## src/hdl/fpba_pkg.sv

```systemverilog
// Package for the fit-policy block allocator: sizes, policy codes, register indexes.
package fpba_pkg;

  localparam int unsigned NumBlocksDef = 16;
  localparam int unsigned SizeBitsDef  = 16;

  localparam int unsigned SlotW   = 4;
  localparam int unsigned ItemW   = 16;
  localparam int unsigned CountW  = 5;
  localparam int unsigned PolicyW = 2;
  localparam int unsigned CfgW    = 5;
  localparam int unsigned DataW   = 24;

  localparam logic [PolicyW-1:0] POLICY_FIRST = 2'd0;
  localparam logic [PolicyW-1:0] POLICY_BEST  = 2'd1;
  localparam logic [PolicyW-1:0] POLICY_WORST = 2'd2;

  localparam logic CFG_FIT_POLICY  = 1'b0;
  localparam logic CFG_BLOCK_COUNT = 1'b1;

  localparam logic MODE_LOAD    = 1'b0;
  localparam logic MODE_REQUEST = 1'b1;

endpackage

```

## src/hdl/fit_policy_block_allocator.sv

```systemverilog
// Fit-policy block allocator: capacity table, sequential scan and grant logic.
//
// Channel | Port prefix | Payload
// input   | in_         | tuser: mode; tdata: block_slot[3:0], item_size[19:4]; tlast: batch_end
// result  | out_        | tuser: granted; tdata: chosen_block[3:0], capacity_left[19:4];
//         |             | tlast: batch_last
// config  | cfg_        | wr_en, index (0 fit_policy, 1 block_count), wr_data
//
// A load item gives no result.
// A request scans the first limit table entries,
// limit = min(block_count, NUM_BLOCKS):
// one table read per cycle through the single read port, one compare per entry.
// in_tready is low from request accept until the result item is taken.
// Reset clears the table (per-entry valid bits) and control flags; policy = first, count = 16.
module fit_policy_block_allocator
  import fpba_pkg::*;
#(
  parameter int unsigned NUM_BLOCKS = NumBlocksDef,
  parameter int unsigned SIZE_BITS  = SizeBitsDef
) (
  input  logic              clk,
  input  logic              rst_n,
  input  logic              in_tvalid,
  output logic              in_tready,
  input  logic [DataW-1:0]  in_tdata,   // block_slot, item_size, zero pad
  input  logic              in_tuser,   // mode
  input  logic              in_tlast,   // batch_end
  output logic              out_tvalid,
  input  logic              out_tready,
  output logic [DataW-1:0]  out_tdata,  // chosen_block, capacity_left, zero pad
  output logic              out_tuser,  // granted
  output logic              out_tlast,  // batch_last
  input  logic              cfg_wr_en,
  input  logic              cfg_index,
  input  logic [CfgW-1:0]   cfg_wr_data
);

  localparam int unsigned IDX_W = (NUM_BLOCKS > 1) ? $clog2(NUM_BLOCKS) : 1;
  localparam int unsigned CNT_W = $clog2(NUM_BLOCKS + 1);

  typedef enum logic [1:0] {ST_IDLE, ST_SCAN, ST_UPDATE, ST_OUT} state_t;

  state_t               state_r, state_nxt;
  logic [PolicyW-1:0]   policy_r;
  logic [CountW-1:0]    count_r;
  logic [SIZE_BITS-1:0] size_r, size_nxt;
  logic                 last_r, last_nxt;
  logic [CNT_W-1:0]     limit_r, limit_nxt;
  logic [CNT_W-1:0]     idx_r, idx_nxt;
  logic                 p_vld_r, p_vld_nxt;
  logic [IDX_W-1:0]     p_idx_r, p_idx_nxt;
  logic                 found_r, found_nxt;
  logic [IDX_W-1:0]     pick_r, pick_nxt;
  logic [SIZE_BITS-1:0] best_r, best_nxt;
  logic                 out_tvalid_r, out_tvalid_nxt;
  logic                 out_granted_r, out_granted_nxt;
  logic [SlotW-1:0]     out_block_r, out_block_nxt;
  logic [ItemW-1:0]     out_cap_r, out_cap_nxt;
  logic                 out_last_r, out_last_nxt;

  logic [SIZE_BITS-1:0] mem [NUM_BLOCKS];
  logic [NUM_BLOCKS-1:0] ent_vld_r;
  logic [SIZE_BITS-1:0] rd_data_r;
  logic                 rd_vld_r;

  logic                 in_fire;
  logic [SlotW-1:0]     in_slot;
  logic [ItemW-1:0]     in_size;
  logic [31:0]          slot_w, size_w, cnt_w, lim_w, pick_w, cap_w;
  logic                 slot_ok;
  logic [IDX_W-1:0]     load_addr, wr_addr;
  logic [SIZE_BITS-1:0] wr_data, new_cap, cap_q;
  logic                 we, fits, take;

  assign in_tready = (state_r == ST_IDLE);
  assign in_fire   = in_tvalid && in_tready;
  assign in_slot   = in_tdata[SlotW-1:0];
  assign in_size   = in_tdata[SlotW +: ItemW];
  assign slot_w    = 32'(in_slot);
  assign size_w    = 32'(in_size);
  assign cnt_w     = 32'(count_r);
  assign lim_w     = (cnt_w > NUM_BLOCKS) ? NUM_BLOCKS : cnt_w;
  assign slot_ok   = (slot_w < NUM_BLOCKS);
  assign load_addr = slot_w[IDX_W-1:0];

  assign new_cap = best_r - size_r;
  assign pick_w  = 32'(pick_r);
  assign cap_w   = 32'(new_cap);
  assign cap_q   = rd_vld_r ? rd_data_r : '0;
  assign fits    = (cap_q >= size_r);

  always_comb begin
    take = 1'b0;
    if (p_vld_r && fits) begin
      if (!found_r) take = 1'b1;
      else if (policy_r == POLICY_BEST) take = (cap_q < best_r);
      else if (policy_r == POLICY_WORST) take = (cap_q > best_r);
    end
  end

  always_comb begin
    we      = 1'b0;
    wr_addr = load_addr;
    wr_data = size_w[SIZE_BITS-1:0];
    if (in_fire && in_tuser == MODE_LOAD && slot_ok) begin
      we = 1'b1;
    end else if (state_r == ST_UPDATE && found_r) begin
      we      = 1'b1;
      wr_addr = pick_r;
      wr_data = new_cap;
    end
  end

  always_comb begin
    state_nxt       = state_r;
    size_nxt        = size_r;
    last_nxt        = last_r;
    limit_nxt       = limit_r;
    idx_nxt         = idx_r;
    p_vld_nxt       = 1'b0;
    p_idx_nxt       = idx_r[IDX_W-1:0];
    found_nxt       = found_r;
    pick_nxt        = pick_r;
    best_nxt        = best_r;
    out_tvalid_nxt  = out_tvalid_r;
    out_granted_nxt = out_granted_r;
    out_block_nxt   = out_block_r;
    out_cap_nxt     = out_cap_r;
    out_last_nxt    = out_last_r;
    if (take) begin
      found_nxt = 1'b1;
      pick_nxt  = p_idx_r;
      best_nxt  = cap_q;
    end
    case (state_r)
      ST_IDLE: begin
        if (in_fire && in_tuser == MODE_REQUEST) begin
          size_nxt  = size_w[SIZE_BITS-1:0];
          last_nxt  = in_tlast;
          limit_nxt = lim_w[CNT_W-1:0];
          idx_nxt   = '0;
          found_nxt = 1'b0;
          pick_nxt  = '0;
          state_nxt = ST_SCAN;
        end
      end
      ST_SCAN: begin
        if (idx_r < limit_r) begin
          p_vld_nxt = 1'b1;
          idx_nxt   = idx_r + 1'b1;
        end else if (!p_vld_r) begin
          state_nxt = ST_UPDATE;
        end
      end
      ST_UPDATE: begin
        out_tvalid_nxt  = 1'b1;
        out_granted_nxt = found_r;
        out_block_nxt   = found_r ? pick_w[SlotW-1:0] : '0;
        out_cap_nxt     = found_r ? cap_w[ItemW-1:0] : '0;
        out_last_nxt    = last_r;
        state_nxt       = ST_OUT;
      end
      ST_OUT: begin
        if (out_tready) begin
          out_tvalid_nxt = 1'b0;
          state_nxt      = ST_IDLE;
        end
      end
      default: state_nxt = ST_IDLE;
    endcase
  end

  always_ff @(posedge clk) begin
    if (!rst_n) begin
      state_r      <= ST_IDLE;
      policy_r     <= POLICY_FIRST;
      count_r      <= CountW'(16);
      p_vld_r      <= 1'b0;
      found_r      <= 1'b0;
      out_tvalid_r <= 1'b0;
    end else begin
      state_r      <= state_nxt;
      p_vld_r      <= p_vld_nxt;
      found_r      <= found_nxt;
      out_tvalid_r <= out_tvalid_nxt;
      if (cfg_wr_en) begin
        case (cfg_index)
          CFG_FIT_POLICY:  policy_r <= cfg_wr_data[PolicyW-1:0];
          CFG_BLOCK_COUNT: count_r  <= cfg_wr_data[CountW-1:0];
          default: ;
        endcase
      end
    end
  end

  always_ff @(posedge clk) begin
    size_r        <= size_nxt;
    last_r        <= last_nxt;
    limit_r       <= limit_nxt;
    idx_r         <= idx_nxt;
    p_idx_r       <= p_idx_nxt;
    pick_r        <= pick_nxt;
    best_r        <= best_nxt;
    out_granted_r <= out_granted_nxt;
    out_block_r   <= out_block_nxt;
    out_cap_r     <= out_cap_nxt;
    out_last_r    <= out_last_nxt;
  end

  // table: one write port, one registered read port
  always_ff @(posedge clk) begin
    if (we) mem[wr_addr] <= wr_data;
    rd_data_r <= mem[idx_r[IDX_W-1:0]];
  end

  always_ff @(posedge clk) begin
    if (!rst_n) begin
      ent_vld_r <= '0;
      rd_vld_r  <= 1'b0;
    end else begin
      if (we) ent_vld_r[wr_addr] <= 1'b1;
      rd_vld_r <= ent_vld_r[idx_r[IDX_W-1:0]];
    end
  end

  assign out_tvalid = out_tvalid_r;
  assign out_tuser  = out_granted_r;
  assign out_tlast  = out_last_r;
  assign out_tdata  = {{(DataW - SlotW - ItemW){1'b0}}, out_cap_r, out_block_r};

  a_ready_xor_result: assert property (@(posedge clk) disable iff (!rst_n)
    !(in_tready && out_tvalid))
    else $error("input ready while result pending");

  a_not_granted_zero: assert property (@(posedge clk) disable iff (!rst_n)
    (out_tvalid && !out_tuser) |-> (out_tdata == '0))
    else $error("refused request carries nonzero payload");

  a_pipe_in_scan: assert property (@(posedge clk) disable iff (!rst_n)
    p_vld_r |-> (state_r == ST_SCAN))
    else $error("scan data outside scan state");

  a_pick_in_range: assert property (@(posedge clk) disable iff (!rst_n)
    (found_r && state_r != ST_IDLE) |-> (32'(pick_r) < 32'(limit_r)))
    else $error("chosen block outside scanned range");

  a_request_starts_scan: assert property (@(posedge clk) disable iff (!rst_n)
    (in_fire && in_tuser == MODE_REQUEST) |=> (state_r == ST_SCAN && !found_r))
    else $error("request did not start a scan");

endmodule
```

## config.mk

```make
export PLATFORM = sky130hd
export DESIGN_NAME = fit_policy_block_allocator
export DESIGN_NICKNAME = d
export VERILOG_FILES = /design/src/hdl/fpba_pkg.sv /design/src/hdl/fit_policy_block_allocator.sv
export SDC_FILE = /design/constraint.sdc
export NUM_CORES = 1
export LEC_CHECK = 0
export BUFFER_PORTS_ARGS = -buffer_cell sky130_fd_sc_hd__buf_2
export CORE_MARGIN = 3
export CORE_UTILIZATION = 61
export CTS_BUF_LIST = sky130_fd_sc_hd__clkbuf_8 sky130_fd_sc_hd__clkbuf_16
export DETAILED_ROUTE_END_ITERATION = 7
export HOLD_SLACK_MARGIN = 0.08
export PLACE_DENSITY = 0.79
export RECOVER_POWER = 25
export SYNTH_ARGS = -nofsm -noshare
export SYNTH_HDL_FRONTEND = slang
export SYNTH_SLANG_ARGS = --single-unit
```

## constraint.sdc

```tcl
create_clock -name clk -period 6.4 [get_ports clk]
set_input_delay 0.32 -clock clk [delete_from_list [all_inputs] [get_ports clk]]
set_output_delay 0.32 -clock clk [all_outputs]
set_load 0.05 [all_outputs]
```

==> flow_summary.json <==
{
  "ioPinCount": 65,
  "synth_top_family_by_area": "multiplexers",
  "slew_viol_final": 117,
  "cts_buffers": 39,
  "cts_max_path_buffers": 3,
  "dp_slack_ns": 2.467,
  "skew_ns": 0.01876,
  "fin_crit_sh": 0.7628,
  "final_core_util": 0.7078,
  "fin_setup_tns_ns": 0,
  "status": "complete, but fails checks",
  "synth_cell_types": 60,
  "final_area_um2": 17880,
  "report.final.setup_viol": 0,
  "cp_max_fo": 71,
  "crit_path_end_kind": "register",
  "fmax_ghz": 0.2049,
  "synth_compound_area_frac": 0.05180,
  "syn_to_final_growth_pct": 13.51,
  "rsz0062_at_grt": "no",
  "violations": "max-capacitance violations, max-slew violations",
  "port_buffers": 56,
  "clock_latency_ns": 0.54,
  "hold_depth": 3,
  "hpwl_um": 20390,
  "place_area_um2": 16450,
  "vias_per_cell": 6.139,
  "reg2regPathDepth": 4,
  "synth-async-reset-ratio": 0,
  "reg2reg_to": "rd_vld_r",
  "cts_tree": "yes",
  "vias": 8662,
  "final_cells": 1411,
  "die_y_um": 166.7,
  "insertedDiodeCount": 0,
  "grt_pass1_wl_um": 52760,
  "rows": 58,
  "wl_per_cell_um": 24.07,
  "synthFlopType": "edfxtp_1",
  "clkSlewWorstSetupHoldPaths_ns": 0.06,
  "worstSetupPathType": "reg2reg",
  "yosysSeqAreaShare": 0.6794,
  "period_needed_ns": 4.882,
  "synthSimpleGateAreaFrac": 0.06117,
  "reg2reg_slack_ns": 1.52,
  "antenna_found_initial": 0,
  "fp.dieW_um": 166.7,
  "cp-start-kind": "register",
  "drt_iter0_markers": 1133,
  "start_util": 0.6236,
  "max_slew.worst_pin.slew_ns": 4.383,
  "grt_usage": 0.2495,
  "route.detailed.drc": 0,
  "finalNetCount": 1141,
  "place_congestion": 0.9248,
  "whs_ns": 0.1195,
  "ys_warn_count": 0,
  "cts-root-buf": "clkbuf_16",
  "power.density_nw_per_um2": 347.3,
  "critPathRequiredTime_ns": 6.81,
  "timing.rr.start": "idx_r[1]",
  "postRouteAntennaNets": 0,
  "firstDrtPassIters": 5,
  "grt_max_degree": 72,
  "muxShareOfSynthArea": 0.1309,
  "cp.arrival_ns": 5.29,
  "syn_avg_cell_area_um2": 16.54,
  "syn_area_um2": 15750,
  "synthCells": 952,
  "grt_overflow": 0,
  "routed_wl_um": 33970,
  "power.total_mw": 6.207,
  "ys_ff_latch": 374,
  "synth-adder-area-share": 0.04473,
  "synth_xor_area_frac": 0.007786,
  "power_leakage_nw": 6.399,
  "peakVddDrop_mv": 0.2749,
  "hold_start": "cfg_index",
  "die_area_um2": 27780,
  "core_area_um2": 25250,
  "setup_ws_ns": 1.518,
  "cts_resized": 0,
  "maxSlewHeadroom": -1.922,
  "hp-class": "in2reg",
  "htreeDepth": 2,
  "synth_edf_count": 321,
  "dp.cells": 1317,
  "first_global_vias": 8995,
  "cap_viol_max_count": 3,
  "finalHoldViolations": 0,
  "holdPathEnd": "count_r[0]",
  "cts_sinks": 374,
  "drive_above_1_share": 0.1795
}
power breakdown:
group          internal [mW]  switching (mW)
combinational          0.463           0.635
sequential              2.82          0.0691
clock                   1.30           0.918
placed cells by master, fill, tap and decap left out, drive strengths merged, types with 5 or more instances in the layout:
| cell type | synthesis | layout |
|---|---|---|
| a21o | 8 | 8 |
| a21oi | 34 | 34 |
| a31oi | 6 | 6 |
| and2 | 31 | 31 |
| buf | 15 | 26 |
| clkbuf | 27 | 92 |
| clkinv | 0 | 8 |
| dfxtp | 53 | 53 |
| dlygate4sd3 | 0 | 22 |
| edfxtp | 321 | 321 |
| ha | 53 | 53 |
| inv | 52 | 68 |
| mux2 | 6 | 6 |
| mux2i | 8 | 8 |
| mux4 | 85 | 85 |
| nand2 | 45 | 45 |
| nand2b | 6 | 6 |
| nand3 | 20 | 20 |
| nand4 | 7 | 7 |
| nor2 | 45 | 45 |
| nor2b | 12 | 12 |
| nor3 | 13 | 13 |
| o21a | 22 | 22 |
| o21ai | 20 | 20 |
| xnor2 | 9 | 9 |
| xor2 | 5 | 5 |
worst max-delay path by stage:
stage	from	end
3_5_place_dp	rd_vld_r	best_r[11]
6_report	idx_r[1]	rd_vld_r
2_1_floorplan	rd_vld_r	best_r[0]
5_1_grt	idx_r[1]	rd_vld_r
3_3_place_gp	rd_vld_r	best_r[11]
4_1_cts	rd_vld_r	best_r[11]
layout make-up:
class / instances / area [µm²]
Clock inverter: 28 / 211.5
Sequential cell: 374 / 10700
Clock buffer: 44 / 1056
Timing Repair Buffer: 96 / 558.0
Fill cell: 1551 / 7378
Inverter: 52 / 195.2
Tap cell: 330 / 412.9
Multi-Input combinational cell: 487 / 4742
flip-flops by register name, indices dropped and copies added, names as in the netlist:
register / cells
mem: 256
best_r: 16
ent_vld_r: 16
out_cap_r: 16
rd_data_r: 16
size_r: 16
count_r: 5
idx_r: 5
limit_r: 5
out_block_r: 4
p_idx_r: 4
pick_r: 4
policy_r: 2
state_r: 2
found_r: 1
last_r: 1
out_tlast: 1
out_tuser: 1
out_tvalid: 1
p_vld_r: 1
rd_vld_r: 1
repair_timing:
item / CTS / global route
hold buffers: 22 / 0
buffers inserted: 0 / 0
endpoints found under the hold margin: 24 / 0
worst max-delay path, stage by stage, from the launching register on:
cell	delay [ns]
edfxtp_1	0.38
clkbuf_1	3.07
mux4_2	0.54
mux4_2	0.51
and2_1	0.21
cells in the mapped netlist (all sizes together), types with 15 or more instances:
master,n,share of area
o21a,22,0.010
buf,15,0.0051
mux4,85,0.12
nand3,20,0.0064
nor2,45,0.011
edfxtp,321,0.61
o21ai,20,0.0064
clkbuf,27,0.0064
and2,31,0.012
nand2,45,0.011
dfxtp,53,0.067
inv,52,0.012
ha,53,0.042
a21oi,34,0.011
cell families (layout without fill, tap and decap cells):
group	after synthesis	count (layout)
flops	374	374
buf+inv	94	220
other cells	1	4
simple gates	192	192
compound gates	122	122
mux	99	99
fa+ha+maj	56	56
xor+xnor	14	14
routing by layer:
metal  up-vias  wire length (µm)  track usage
li1       3888                 -            -
met1      4334             13750       0.3499
met2       386             16820       0.4116
met3        54              2665      0.05103
met4         0               732      0.06133
met5         -                 0            0
Power figures use the tool's default switching activity.
